**src/rtl/wsfd_pkg.sv**
```systemverilog
// ----------------------------------------------------------------------------
// wsfd_pkg
// Shared constants and the result record of the WebSocket frame deframer.
// ----------------------------------------------------------------------------
package wsfd_pkg;

  // opcodes
  localparam logic [3:0] OP_CONT  = 4'h0;
  localparam logic [3:0] OP_CLOSE = 4'h8;
  localparam logic [3:0] OP_PING  = 4'h9;
  localparam logic [3:0] OP_PONG  = 4'hA;
  localparam logic [3:0] OP_NONE  = 4'h0;

  // 7-bit length escapes
  localparam logic [6:0] LEN_EXT16 = 7'h7E;
  localparam logic [6:0] LEN_EXT64 = 7'h7F;

  // status codes
  localparam logic [1:0] ST_OK        = 2'd0;
  localparam logic [1:0] ST_CLOSED    = 2'd1;
  localparam logic [1:0] ST_BAD_CTRL  = 2'd2;
  localparam logic [1:0] ST_BAD_DATA  = 2'd3;

  typedef struct packed {
    logic       has_byte;
    logic [7:0] data_byte;
    logic [3:0] frame_op;
    logic       is_control;
    logic       frame_end;
    logic       message_end;
    logic [3:0] reply_op;
    logic [1:0] status;
  } res_t;

  // handshake view of the result buffer towards the parser
  typedef struct packed {
    logic push;
    logic space;
  } buf_ctl_t;

endpackage

```
**src/rtl/websocket_frame_deframer_unit.sv**
```systemverilog
// ----------------------------------------------------------------------------
// websocket_frame_deframer_unit
// Received-byte WebSocket deframer: header parse, unmasking, control replies.
// ----------------------------------------------------------------------------
//
//  channel | dir | transfer carries
//  --------+-----+------------------------------------------------------------
//  in_     | in  | one received byte
//  out_    | out | one payload byte / empty frame end / status, with tags
//
//  While in_tready is high every byte is taken in the cycle it is presented;
//  the parser updates its state and writes any result into the output
//  register or skid entry at the same edge, so the sustained rate is one
//  byte per clock.
//  A skid entry behind the output register lets one more byte in while a
//  result is stalled; in_tready drops only when both entries are full.
//  rst_n is synchronous; after reset the parser waits for a first header byte.
//  A close frame or a protocol error halts parsing: later bytes are still
//  taken but give no result until reset.
//
module websocket_frame_deframer_unit
  import wsfd_pkg::*;
(
  input  logic        clk,
  input  logic        rst_n,
  // input byte stream
  input  logic        in_tvalid,
  output logic        in_tready,
  input  logic [7:0]  in_tdata,   // [7:0] rx_byte
  // result stream
  output logic        out_tvalid,
  input  logic        out_tready,
  output logic [15:0] out_tdata,  // [7:0] data_byte, [11:8] frame_op,
                                  // [12] message_end, [15:13] zero
  output logic [7:0]  out_tuser,  // [0] has_byte, [1] is_control,
                                  // [5:2] reply_op, [7:6] status
  output logic        out_tlast   // frame_end
);

  logic     byte_take;
  logic     res_valid;
  res_t     res;
  res_t     out_res;
  buf_ctl_t buf_ctl;

  // ready comes from the skid flag only, never from out_tready
  assign in_tready = buf_ctl.space;
  assign byte_take = in_tvalid && in_tready;

  wsfd_parser u_parser (
    .clk       (clk),
    .rst_n     (rst_n),
    .byte_take (byte_take),
    .rx_byte   (in_tdata),
    .res_valid (res_valid),
    .res       (res)
  );

  wsfd_obuf u_obuf (
    .clk       (clk),
    .rst_n     (rst_n),
    .push      (res_valid),
    .push_res  (res),
    .ctl       (buf_ctl),
    .out_ready (out_tready),
    .out_valid (out_tvalid),
    .out_res   (out_res)
  );

  // pack the result record onto the stream ports
  assign out_tdata = {3'b000, out_res.message_end, out_res.frame_op, out_res.data_byte};
  assign out_tuser = {out_res.status, out_res.reply_op, out_res.is_control,
                      out_res.has_byte};
  assign out_tlast = out_res.frame_end;

endmodule

```
**src/rtl/wsfd_parser.sv**
```systemverilog
// ----------------------------------------------------------------------------
// wsfd_parser
// Header/length/mask state machine; turns one byte into at most one result.
// ----------------------------------------------------------------------------
module wsfd_parser
  import wsfd_pkg::*;
(
  input  logic       clk,
  input  logic       rst_n,
  input  logic       byte_take,
  input  logic [7:0] rx_byte,
  output logic       res_valid,
  output res_t       res
);

  typedef enum logic [2:0] {
    PH_HDR0, PH_HDR1, PH_EXT, PH_MASK, PH_PAY, PH_HALT
  } phase_t;

  phase_t      phase_r,     phase_nxt;
  logic [2:0]  ext_left_r,  ext_left_nxt;
  logic        fin_flag_r,  fin_flag_nxt;
  logic [3:0]  cur_op_r,    cur_op_nxt;
  logic        masked_r,    masked_nxt;
  logic [63:0] remaining_r, remaining_nxt;
  logic [31:0] mask_word_r, mask_word_nxt;
  logic [1:0]  mask_pos_r,  mask_pos_nxt;
  logic [3:0]  msg_op_r,    msg_op_nxt;

  logic        ctrl;
  logic [3:0]  reply;
  assign ctrl  = cur_op_r[3];
  assign reply = (cur_op_r == OP_PING)  ? OP_PONG :
                 (cur_op_r == OP_CLOSE) ? OP_CLOSE : OP_NONE;

  always_comb begin
    logic [3:0]  op;
    logic        sp_req;
    logic [63:0] sp_rem;
    logic        fin_req;
    logic        fin_has;
    logic [7:0]  fin_b;
    logic [7:0]  key;
    logic [7:0]  d;
    logic [63:0] ext_rem;

    phase_nxt     = phase_r;
    ext_left_nxt  = ext_left_r;
    fin_flag_nxt  = fin_flag_r;
    cur_op_nxt    = cur_op_r;
    masked_nxt    = masked_r;
    remaining_nxt = remaining_r;
    mask_word_nxt = mask_word_r;
    mask_pos_nxt  = mask_pos_r;
    msg_op_nxt    = msg_op_r;
    res_valid     = 1'b0;
    res           = '0;
    op            = rx_byte[3:0];
    sp_req        = 1'b0;
    sp_rem        = remaining_r;
    fin_req       = 1'b0;
    fin_has       = 1'b0;
    fin_b         = 8'h00;
    key           = 8'h00;
    d             = 8'h00;
    ext_rem       = {remaining_r[55:0], rx_byte};

    if (byte_take) begin
      case (phase_r)
        PH_HDR0: begin
          fin_flag_nxt = rx_byte[7];
          cur_op_nxt   = op;
          phase_nxt    = PH_HDR1;
          if (op[3]) begin
            if (!(op == OP_CLOSE || op == OP_PING || op == OP_PONG)) begin
              res_valid        = 1'b1;
              res.frame_op     = op;
              res.is_control   = 1'b1;
              res.status       = ST_BAD_CTRL;
              phase_nxt        = PH_HALT;
            end
          end else if ((msg_op_r == OP_NONE) == (op == OP_CONT)) begin
            res_valid      = 1'b1;
            res.frame_op   = op;
            res.status     = ST_BAD_DATA;
            phase_nxt      = PH_HALT;
          end else if (op != OP_CONT) begin
            msg_op_nxt = op;
          end
        end
        PH_HDR1: begin
          masked_nxt    = rx_byte[7];
          mask_word_nxt = '0;
          mask_pos_nxt  = '0;
          remaining_nxt = '0;
          if (rx_byte[6:0] == LEN_EXT16) begin
            ext_left_nxt = 3'd1;
            phase_nxt    = PH_EXT;
          end else if (rx_byte[6:0] == LEN_EXT64) begin
            ext_left_nxt = 3'd7;
            phase_nxt    = PH_EXT;
          end else begin
            remaining_nxt = {57'd0, rx_byte[6:0]};
            if (rx_byte[7]) begin
              phase_nxt = PH_MASK;
            end else begin
              sp_req = 1'b1;
              sp_rem = {57'd0, rx_byte[6:0]};
            end
          end
        end
        PH_EXT: begin
          remaining_nxt = ext_rem;
          if (ext_left_r == 3'd0) begin
            if (masked_r) begin
              phase_nxt    = PH_MASK;
              mask_pos_nxt = '0;
            end else begin
              sp_req = 1'b1;
              sp_rem = ext_rem;
            end
          end else begin
            ext_left_nxt = ext_left_r - 3'd1;
          end
        end
        PH_MASK: begin
          case (mask_pos_r)
            2'd0:    mask_word_nxt[31:24] = rx_byte;
            2'd1:    mask_word_nxt[23:16] = rx_byte;
            2'd2:    mask_word_nxt[15:8]  = rx_byte;
            default: mask_word_nxt[7:0]   = rx_byte;
          endcase
          mask_pos_nxt = mask_pos_r + 2'd1;
          if (mask_pos_r == 2'd3) begin
            sp_req = 1'b1;
          end
        end
        PH_PAY: begin
          if (masked_r) begin
            case (mask_pos_r)
              2'd0:    key = mask_word_r[31:24];
              2'd1:    key = mask_word_r[23:16];
              2'd2:    key = mask_word_r[15:8];
              default: key = mask_word_r[7:0];
            endcase
          end
          d             = rx_byte ^ key;
          mask_pos_nxt  = mask_pos_r + 2'd1;
          remaining_nxt = remaining_r - 64'd1;
          if (remaining_r == 64'd1) begin
            fin_req = 1'b1;
            fin_has = 1'b1;
            fin_b   = d;
          end else if (cur_op_r != OP_PONG) begin
            res_valid      = 1'b1;
            res.has_byte   = 1'b1;
            res.data_byte  = d;
            res.frame_op   = ctrl ? cur_op_r : msg_op_r;
            res.is_control = ctrl;
            res.reply_op   = reply;
            res.status     = ST_OK;
          end
        end
        default: begin
          // halted: bytes are swallowed until reset
        end
      endcase

      // payload start: an empty frame ends straight away
      if (sp_req) begin
        if (sp_rem == 64'd0) begin
          fin_req = 1'b1;
        end else begin
          phase_nxt = PH_PAY;
        end
      end

      if (fin_req) begin
        phase_nxt = PH_HDR0;
        if (cur_op_r != OP_PONG) begin
          res_valid       = 1'b1;
          res.has_byte    = fin_has;
          res.data_byte   = fin_b;
          res.frame_op    = ctrl ? cur_op_r : msg_op_r;
          res.is_control  = ctrl;
          res.frame_end   = 1'b1;
          res.message_end = !ctrl && fin_flag_r;
          res.reply_op    = reply;
          res.status      = ST_OK;
          if (cur_op_r == OP_CLOSE) begin
            res.status = ST_CLOSED;
            phase_nxt  = PH_HALT;
          end
          if (!ctrl && fin_flag_r) begin
            msg_op_nxt = OP_NONE;
          end
        end
      end
    end
  end

  always_ff @(posedge clk) begin
    if (!rst_n) begin
      phase_r     <= PH_HDR0;
      ext_left_r  <= '0;
      fin_flag_r  <= 1'b0;
      cur_op_r    <= '0;
      masked_r    <= 1'b0;
      remaining_r <= '0;
      mask_word_r <= '0;
      mask_pos_r  <= '0;
      msg_op_r    <= OP_NONE;
    end else begin
      phase_r     <= phase_nxt;
      ext_left_r  <= ext_left_nxt;
      fin_flag_r  <= fin_flag_nxt;
      cur_op_r    <= cur_op_nxt;
      masked_r    <= masked_nxt;
      remaining_r <= remaining_nxt;
      mask_word_r <= mask_word_nxt;
      mask_pos_r  <= mask_pos_nxt;
      msg_op_r    <= msg_op_nxt;
    end
  end

endmodule

```
**src/rtl/wsfd_obuf.sv**
```systemverilog
// ----------------------------------------------------------------------------
// wsfd_obuf
// Output register with a skid entry; ready towards the parser is registered.
// ----------------------------------------------------------------------------
module wsfd_obuf
  import wsfd_pkg::*;
(
  input  logic     clk,
  input  logic     rst_n,
  input  logic     push,
  input  res_t     push_res,
  output buf_ctl_t ctl,
  input  logic     out_ready,
  output logic     out_valid,
  output res_t     out_res
);

  logic out_v_r, out_v_nxt;
  logic sk_v_r,  sk_v_nxt;
  res_t out_d_r, sk_d_r;
  logic drain;

  assign drain     = out_v_r && out_ready;
  assign out_valid = out_v_r;
  assign out_res   = out_d_r;
  assign ctl       = {push, !sk_v_r};

  always_comb begin
    out_v_nxt = out_v_r;
    sk_v_nxt  = sk_v_r;
    if (sk_v_r) begin
      if (drain) begin
        sk_v_nxt = 1'b0;
      end
    end else if (push) begin
      if (out_v_r && !drain) begin
        sk_v_nxt = 1'b1;
      end else begin
        out_v_nxt = 1'b1;
      end
    end else if (drain) begin
      out_v_nxt = 1'b0;
    end
  end

  always_ff @(posedge clk) begin
    if (!rst_n) begin
      out_v_r <= 1'b0;
      sk_v_r  <= 1'b0;
    end else begin
      out_v_r <= out_v_nxt;
      sk_v_r  <= sk_v_nxt;
    end
  end

  always_ff @(posedge clk) begin
    if (sk_v_r) begin
      if (drain) begin
        out_d_r <= sk_d_r;
      end
    end else if (push) begin
      if (out_v_r && !drain) begin
        sk_d_r <= push_res;
      end else begin
        out_d_r <= push_res;
      end
    end
  end

endmodule

```
**config.mk**
```make
export PLATFORM = sky130hd
export DESIGN_NAME = websocket_frame_deframer_unit
export DESIGN_NICKNAME = d
export VERILOG_FILES = /design/src/rtl/wsfd_pkg.sv /design/src/rtl/websocket_frame_deframer_unit.sv /design/src/rtl/wsfd_parser.sv /design/src/rtl/wsfd_obuf.sv
export SDC_FILE = /design/constraint.sdc
export NUM_CORES = 1
export LEC_CHECK = 0
export ABC_AREA = 0
export BUFFER_PORTS_ARGS = -buffer_cell sky130_fd_sc_hd__buf_4
export CORE_AREA = 3 3 128 155
export DETAILED_ROUTE_END_ITERATION = 8
export DIE_AREA = 0 0 131 158
export GPL_ROUTABILITY_DRIVEN = 1
export PLACE_DENSITY = 0.65
export SLEW_MARGIN = 20
export SYNTH_ARGS = -nofsm -noshare
export SYNTH_HDL_FRONTEND = slang
export SYNTH_SLANG_ARGS = --single-unit
```
**constraint.sdc**
```tcl
create_clock -name clk -period 4.71 [get_ports clk]
set_input_delay 0.7065 -clock clk [delete_from_list [all_inputs] [get_ports clk]]
set_output_delay 0.7065 -clock clk [all_outputs]
set_load 0.005 [all_outputs]
```
==> results of run 1 <==
through the flow:
stage	power, mW	setup slack [ns]
CTS	4.47	0.798
detailed placement	3.10	0.828
finish	4.50	0.799
floorplan	2.65	0.328
global route	4.72	0.594
global placement	3.10	0.862
kinds of logic after synthesis:
logic type      after synthesis
simple gates                401
other cells                   1
compound gates              338
buf+inv                     112
fa+ha+maj                     9
flops                       156
xor+xnor                     14
mux                          29
placed cells by master (no fill, tap or decap), types with 9 or more instances in the layout:
cell / Yosys / layout
nor2_1: 107 / 107
and3_1: 13 / 13
nand3_1: 22 / 22
a31oi_1: 14 / 14
edfxtp_1: 40 / 40
a21o_1: 18 / 18
o211ai_1: 9 / 9
o21a_1: 10 / 10
or4_1: 17 / 17
nor3_1: 40 / 40
mux2i_1: 26 / 26
a22oi_1: 20 / 20
and2_1: 11 / 11
ha_1: 9 / 9
or3_1: 11 / 11
dfxtp_1: 116 / 116
o21ai_0: 76 / 75
inv_1: 20 / 19
buf_4: 5 / 56
nor4_1: 24 / 24
clkbuf_16: 0 / 19
a21oi_1: 80 / 80
nand4_1: 18 / 18
a22o_1: 11 / 11
nand2_1: 99 / 98
worst paths after layout:
path,slack [ns],cells after the start,endpoint
worst max-delay path,0.80,7,u_obuf.out_res[1]
worst min-delay path,0.45,2,u_parser.cur_op_r[2]
worst max register to register,0.80,7,u_obuf.out_res[1]
worst min register to register,0.45,2,u_parser.cur_op_r[2]
registers in the layout, indices dropped and copies added, names as in the netlist, 2 cells and up:
name / cells
u_obuf.out_res: 20
u_obuf.sk_d_r: 20
u_parser.cur_op_r: 4
u_parser.ext_left_r: 3
u_parser.mask_pos_r: 2
u_parser.mask_word_r: 32
u_parser.msg_op_r: 4
u_parser.phase_r: 3
u_parser.remaining_r: 64
power by group through the flow:
stage	clock network (mW)	registers [mW]	logic, mW
floorplan	0	1.56	1.09
global placement	0	1.59	1.51
detailed placement	0	1.59	1.51
CTS	1.39	1.56	1.52
global route	1.45	1.58	1.69
finish	1.38	1.57	1.54
final cells by class:
cell class | count | area, um2 | area share (%)
Clock buffer | 19 | 475 | 4.83
Timing Repair Buffer | 57 | 448 | 4.55
Sequential cell | 156 | 3520 | 35.8
Multi-Input combinational cell | 796 | 4890 | 49.7
Clock inverter | 13 | 113 | 1.14
Tap cell | 252 | 315 | 3.20
Inverter | 21 | 78.8 | 0.801
metal layers:
metal | vias up | part of all wire (%) | global-route usage [%]
met5 | - | 0 | 0
met4 | 0 | 2.5 | 9.31
met3 | 49 | 5.1 | 3.91
met2 | 280 | 49 | 41.1
met1 | 3983 | 43 | 31.0
li1 | 3945 | - | -
worst register-to-register path: cells and delay by family (launching register included):
family                 cells  cell delay, ns
flip-flops                 1            0.36
AO/OA/AOI/OAI              3            1.10
buffers and inverters      1            0.30
AND/OR/NAND/NOR            3            1.85
==> metrics.txt, run 1 <==
GRT Residual Overflow=0; post-route ant nets=0; clk root buf=clkbuf_16; Die ar.=20,700 um2; max-slew violation count=0; Worst path top cell family by delay=simple AND/OR/NAND/NOR gates; status=completed; Main synth FF type=dfxtp_1; post-route cell area=9850 um2; maximum number of pins on one net before global-route repair=66; Hold Crit Start=u_parser.cur_op_r[2]; Yosys top cell area share=26.4%; RSZ-0062 raised after global routing=false; Post-synth EDFFs=40; Post-Synth Adder-Cell Area=1.28%; Synth warnings=0; mux contribution to synthesized area=3.34%; RR Startpoint=u_parser.remaining_r[16]; CTS tree=done; worst rel slew slack=23.6%; Worst Path Arrival=4.05 ns; sequential share of power=34.9%; cell area power density=457 nW/um2; leakage=3.67 nW; Least-Margin Pin Slew=1.14 ns; WL/cell=19.2 um; Area Growth Syn to Fin=11.9%; CTS sink count=156; fraction of the mapped netlist area in compound gates=25.8%; row cnt=54; n_diodes=0; final hold violations=0; Setup Buffers After CTS=0; DRC viols=0; mean area per synthesized cell=8.30 um2; most instantiated library cell after synthesis=dfxtp_1; Die Height=158 um; # IOs=39; part of the cycle the worst path needs=83.0%; Critical Path RT=4.85 ns; crit path capture type=register; switching power total=1.74 mW; Buf/Inv on CP=1; combinational group share of total power=34.3%; dpl hpwl=16.9 mm; buffers added on ports=33; mapped cell area=8800 um2; xor/xnor share of the synthesized area=1.39%; sum of negative setup slack=0 ns; share of layout cells above drive strength 1=11.6%; crit-path max FO=14; post-layout util=53.8%; synth cell count leaders=dfxtp_1 (116), nor2_1 (107), nand2_1 (99); type of the worst setup path=register to register; slowest stage cell, crit path=or4_4; share of flip-flops with an asynchronous set or reset=0%; Seq cells post-synth=156; initial antenna violation count=0; worst skew pair latency=0.44 ns; RePlAce Congestion=0.873; starting DRC count in detailed routing=900; Core Area=18,300 um2; TritonRoute pass-1 iters=5; Cells after DPL=1,281; Syn Inst Count=1,060; Routed WL=25.2 mm; CTS resizes=0; overall routing resource usage=24.3%; worst hold slack=0.452 ns; critical path's largest stage delay=0.66 ns; sequential area share after synthesis=40.0%; synth top area cells=dfxtp_1 (26%), edfxtp_1 (14%), nor2_1 (4.6%); setup violators final=0; Worst VDD drop=0.000286 V; Yosys cell types=80; maximum clock rate=256 MHz; CP startpoint=u_parser.remaining_r[16]; CTS buffer count=17; Sw Ratio=38.7%; min Tclk post-route=3.91 ns; Hold-fix buffers, CTS=0; simple-gate share of the synthesized area=22.9%; Clock power frac=30.8%; via count=8,257; H-tree level count=4; worst hold path class=register to register; NumNets Final=1,070; Filler Cell Count=1,751; worst-path cell chain=or4_1, or3_1, or4_4, o21ai_4, a31oi_4, o31ai_4, buf_4; number of max-cap violations=0; Chip Width=131 um; first-pass GRT wire length=40.2 mm; vias in the first global route=7,763; placed cell area=9230 um2; Initial Utilization=48.1%; Pint=2.76 mW; startpoint types=register; clk buf depth=2; largest area contributor in the netlist=dfxtp_1; Reg clk slew, reported paths=0.07 ns; skew final=0.00939 ns; main combinational cell family by area after synthesis=compound AO/OA/AOI/OAI gates; post-route insts no fill=1,314; Vias/cell=6.28
No activity file was read; power rests on OpenSTA's default activity.
==> run 2: changes to the inputs <==
- clock period: 4.71 -> 3.4 ns (I/O delays scaled with it)
==> run 2 against run 1 <==
  * Total power up 40%
  * Count of clock-buffer cells in the layout is 1 lower
  * Hold slack got worse by 0.051 ns
  * Cell area increased by 2.2%
  * Critical endpoint is now u_obuf.out_res[20]
  * Sequential share of layout area down 0.78 points
  * Largest power group is now combinational logic
  * Combinational power grew 47%
  * Clock power increased by 36%
  * Fmax up 23%
  * Routed wire length increased by 1.4%
  * Sequential cell count did not move
  * Sequential power grew 37%
==> metrics.txt, run 2 (synthesis gave the netlist of run 1 again) <==
maximum number of pins on one net before global-route repair=83; n_diodes=0; final hold violations=0; first-pass GRT wire length=41.9 mm; hold depth=3; H-tree level count=4; dpl hpwl=17.1 mm; type of the worst setup path=register to register; Die Height=158 um; CTS buffer count=17; min Tclk post-route=3.17 ns; Worst VDD drop=0.000363 V; Vias/cell=6.30; CTS tree=done; Worst path top cell family by delay=simple AND/OR/NAND/NOR gates; worst hold path class=input port to register; crit-path max FO=20; Top reg by flops=u_parser.remaining_r; register-to-register setup slack=0.23 ns; Chip Width=131 um; pre-CTS setup slack=0.249 ns; DRC viols=0; Buf/Inv on CP=1; max FFs per register=64; vias in the first global route=8,108; # IOs=39; overall routing resource usage=25.2%; RePlAce Congestion=0.907; Reg clk slew, reported paths=0.07 ns; Least-Margin Pin Slew=0.703 ns; R2R depth=7; crit path capture type=register; TritonRoute pass-1 iters=6; sum of negative setup slack=0 ns; max-slew violation count=0; Hold Crit Start=in_tvalid; startpoint types=register; skew final=0.0117 ns; clk root buf=clkbuf_16; number of max-cap violations=0; RR Startpoint=u_parser.remaining_r[16]; Die ar.=20,700 um2; post-layout util=55.0%; Core Area=18,300 um2; CTS sink count=156; Setup Buffers After CTS=0; r2r endpoint=u_obuf.out_res[20]; setup violators final=0; Largest regs=u_parser.remaining_r: 64 flops, u_parser.mask_word_r: 32 flops; worst skew pair latency=0.43 ns; most common cell after layout, fill and taps aside=dfxtp_1; NumNets Final=1,096; status=completed; leakage=3.80 nW; WL/cell=19.1 um; worst rel slew slack=53.0%; clk buf depth=2; CTS resizes=0; initial antenna violation count=0; RSZ-0062 raised after global routing=false; row cnt=54; Area Growth Syn to Fin=14.4%; Routed WL=25.6 mm; starting DRC count in detailed routing=990; maximum clock rate=316 MHz; worst-path cell chain=or4_1, or3_1, or4_4, o21ai_4, a31oi_4, o31ai_4, buf_12; final setup margin=0.231 ns; Hold-fix buffers, CTS=0; Critical Path RT=3.53 ns; Worst Path Arrival=3.30 ns; share of layout cells above drive strength 1=13.7%; post-route ant nets=0; part of the cycle the worst path needs=93.2%; buffers added on ports=33; commonest non-fill, non-tap cells in the layout=dfxtp_1 (116), nor2_1 (107), nand2_1 (98), a21oi_1 (80), buf_4 (78); cell area power density=623 nW/um2; Hold EP=u_obuf.sk_v_r; via count=8,436; slowest stage cell, crit path=or4_4; GRT Residual Overflow=0; Initial Utilization=48.1%; critical path's largest stage delay=0.61 ns
==> run 2: worst reg2reg max path, cell delays in order, from the launching register on <==
cell	delay (ns)
dfxtp_1	0.37
or4_1	0.55
or3_1	0.41
or4_4	0.61
o21ai_4	0.24
a31oi_4	0.18
o31ai_4	0.29
buf_12	0.20
==> run 2: worst max-delay path by stage <==
stage | cells after the start | from | end | slack (ns)
4_1_cts | 7 | u_parser.remaining_r[16] | u_obuf.out_res[20] | 0.23
2_1_floorplan | 7 | u_parser.remaining_r[16] | u_obuf.out_res[0] | 0.002
3_3_place_gp | 7 | u_parser.remaining_r[16] | u_obuf.out_res[20] | 0.32
6_report | 7 | u_parser.remaining_r[16] | u_obuf.out_res[20] | 0.23
5_1_grt | 7 | u_parser.remaining_r[16] | u_obuf.out_res[20] | 0.13
3_5_place_dp | 7 | u_parser.remaining_r[16] | u_obuf.out_res[20] | 0.25
==> run 2: report_power, final <==
group / internal, mW / leakage [nW] / switching, mW
clock: 1.01 / 0.284 / 0.859
combinational: 0.804 / 2.20 / 1.45
sequential: 2.04 / 1.32 / 0.111
total: 3.85 / 3.80 / 2.42
==> run 2: final cells by class <==
type	count	area, um2
tap	252	315
sequential	156	3520
timing repair buffer	83	686
fill	1713	8240
multi-input combinational	796	4890
clock inverter	14	120
inverter	21	78.8
clock buffer	18	450
==> run 2: per-layer routing <==
layer	track usage [%]	wire (um)	vias to the layer above
met3	4.45	1380	59
met4	8.33	579	0
met5	0	0	-
li1	-	-	4005
met1	31.7	10900	4047
met2	43.5	12700	325
==> run 2: per-stage QoR <==
stage | total power, mW | hold WS, ns | instances | cell area, um2
6_report | 6.27 | 0.402 | 1340 | 10100
5_1_grt | 6.59 | 0.411 | 1340 | 10100
4_1_cts | 6.28 | 0.387 | 1340 | 10100
3_5_place_dp | 4.40 | 0.445 | 1308 | 9500
2_1_floorplan | 3.68 | 0.431 | 1064 | 8840
3_3_place_gp | 4.40 | 0.441 | 1308 | 9500
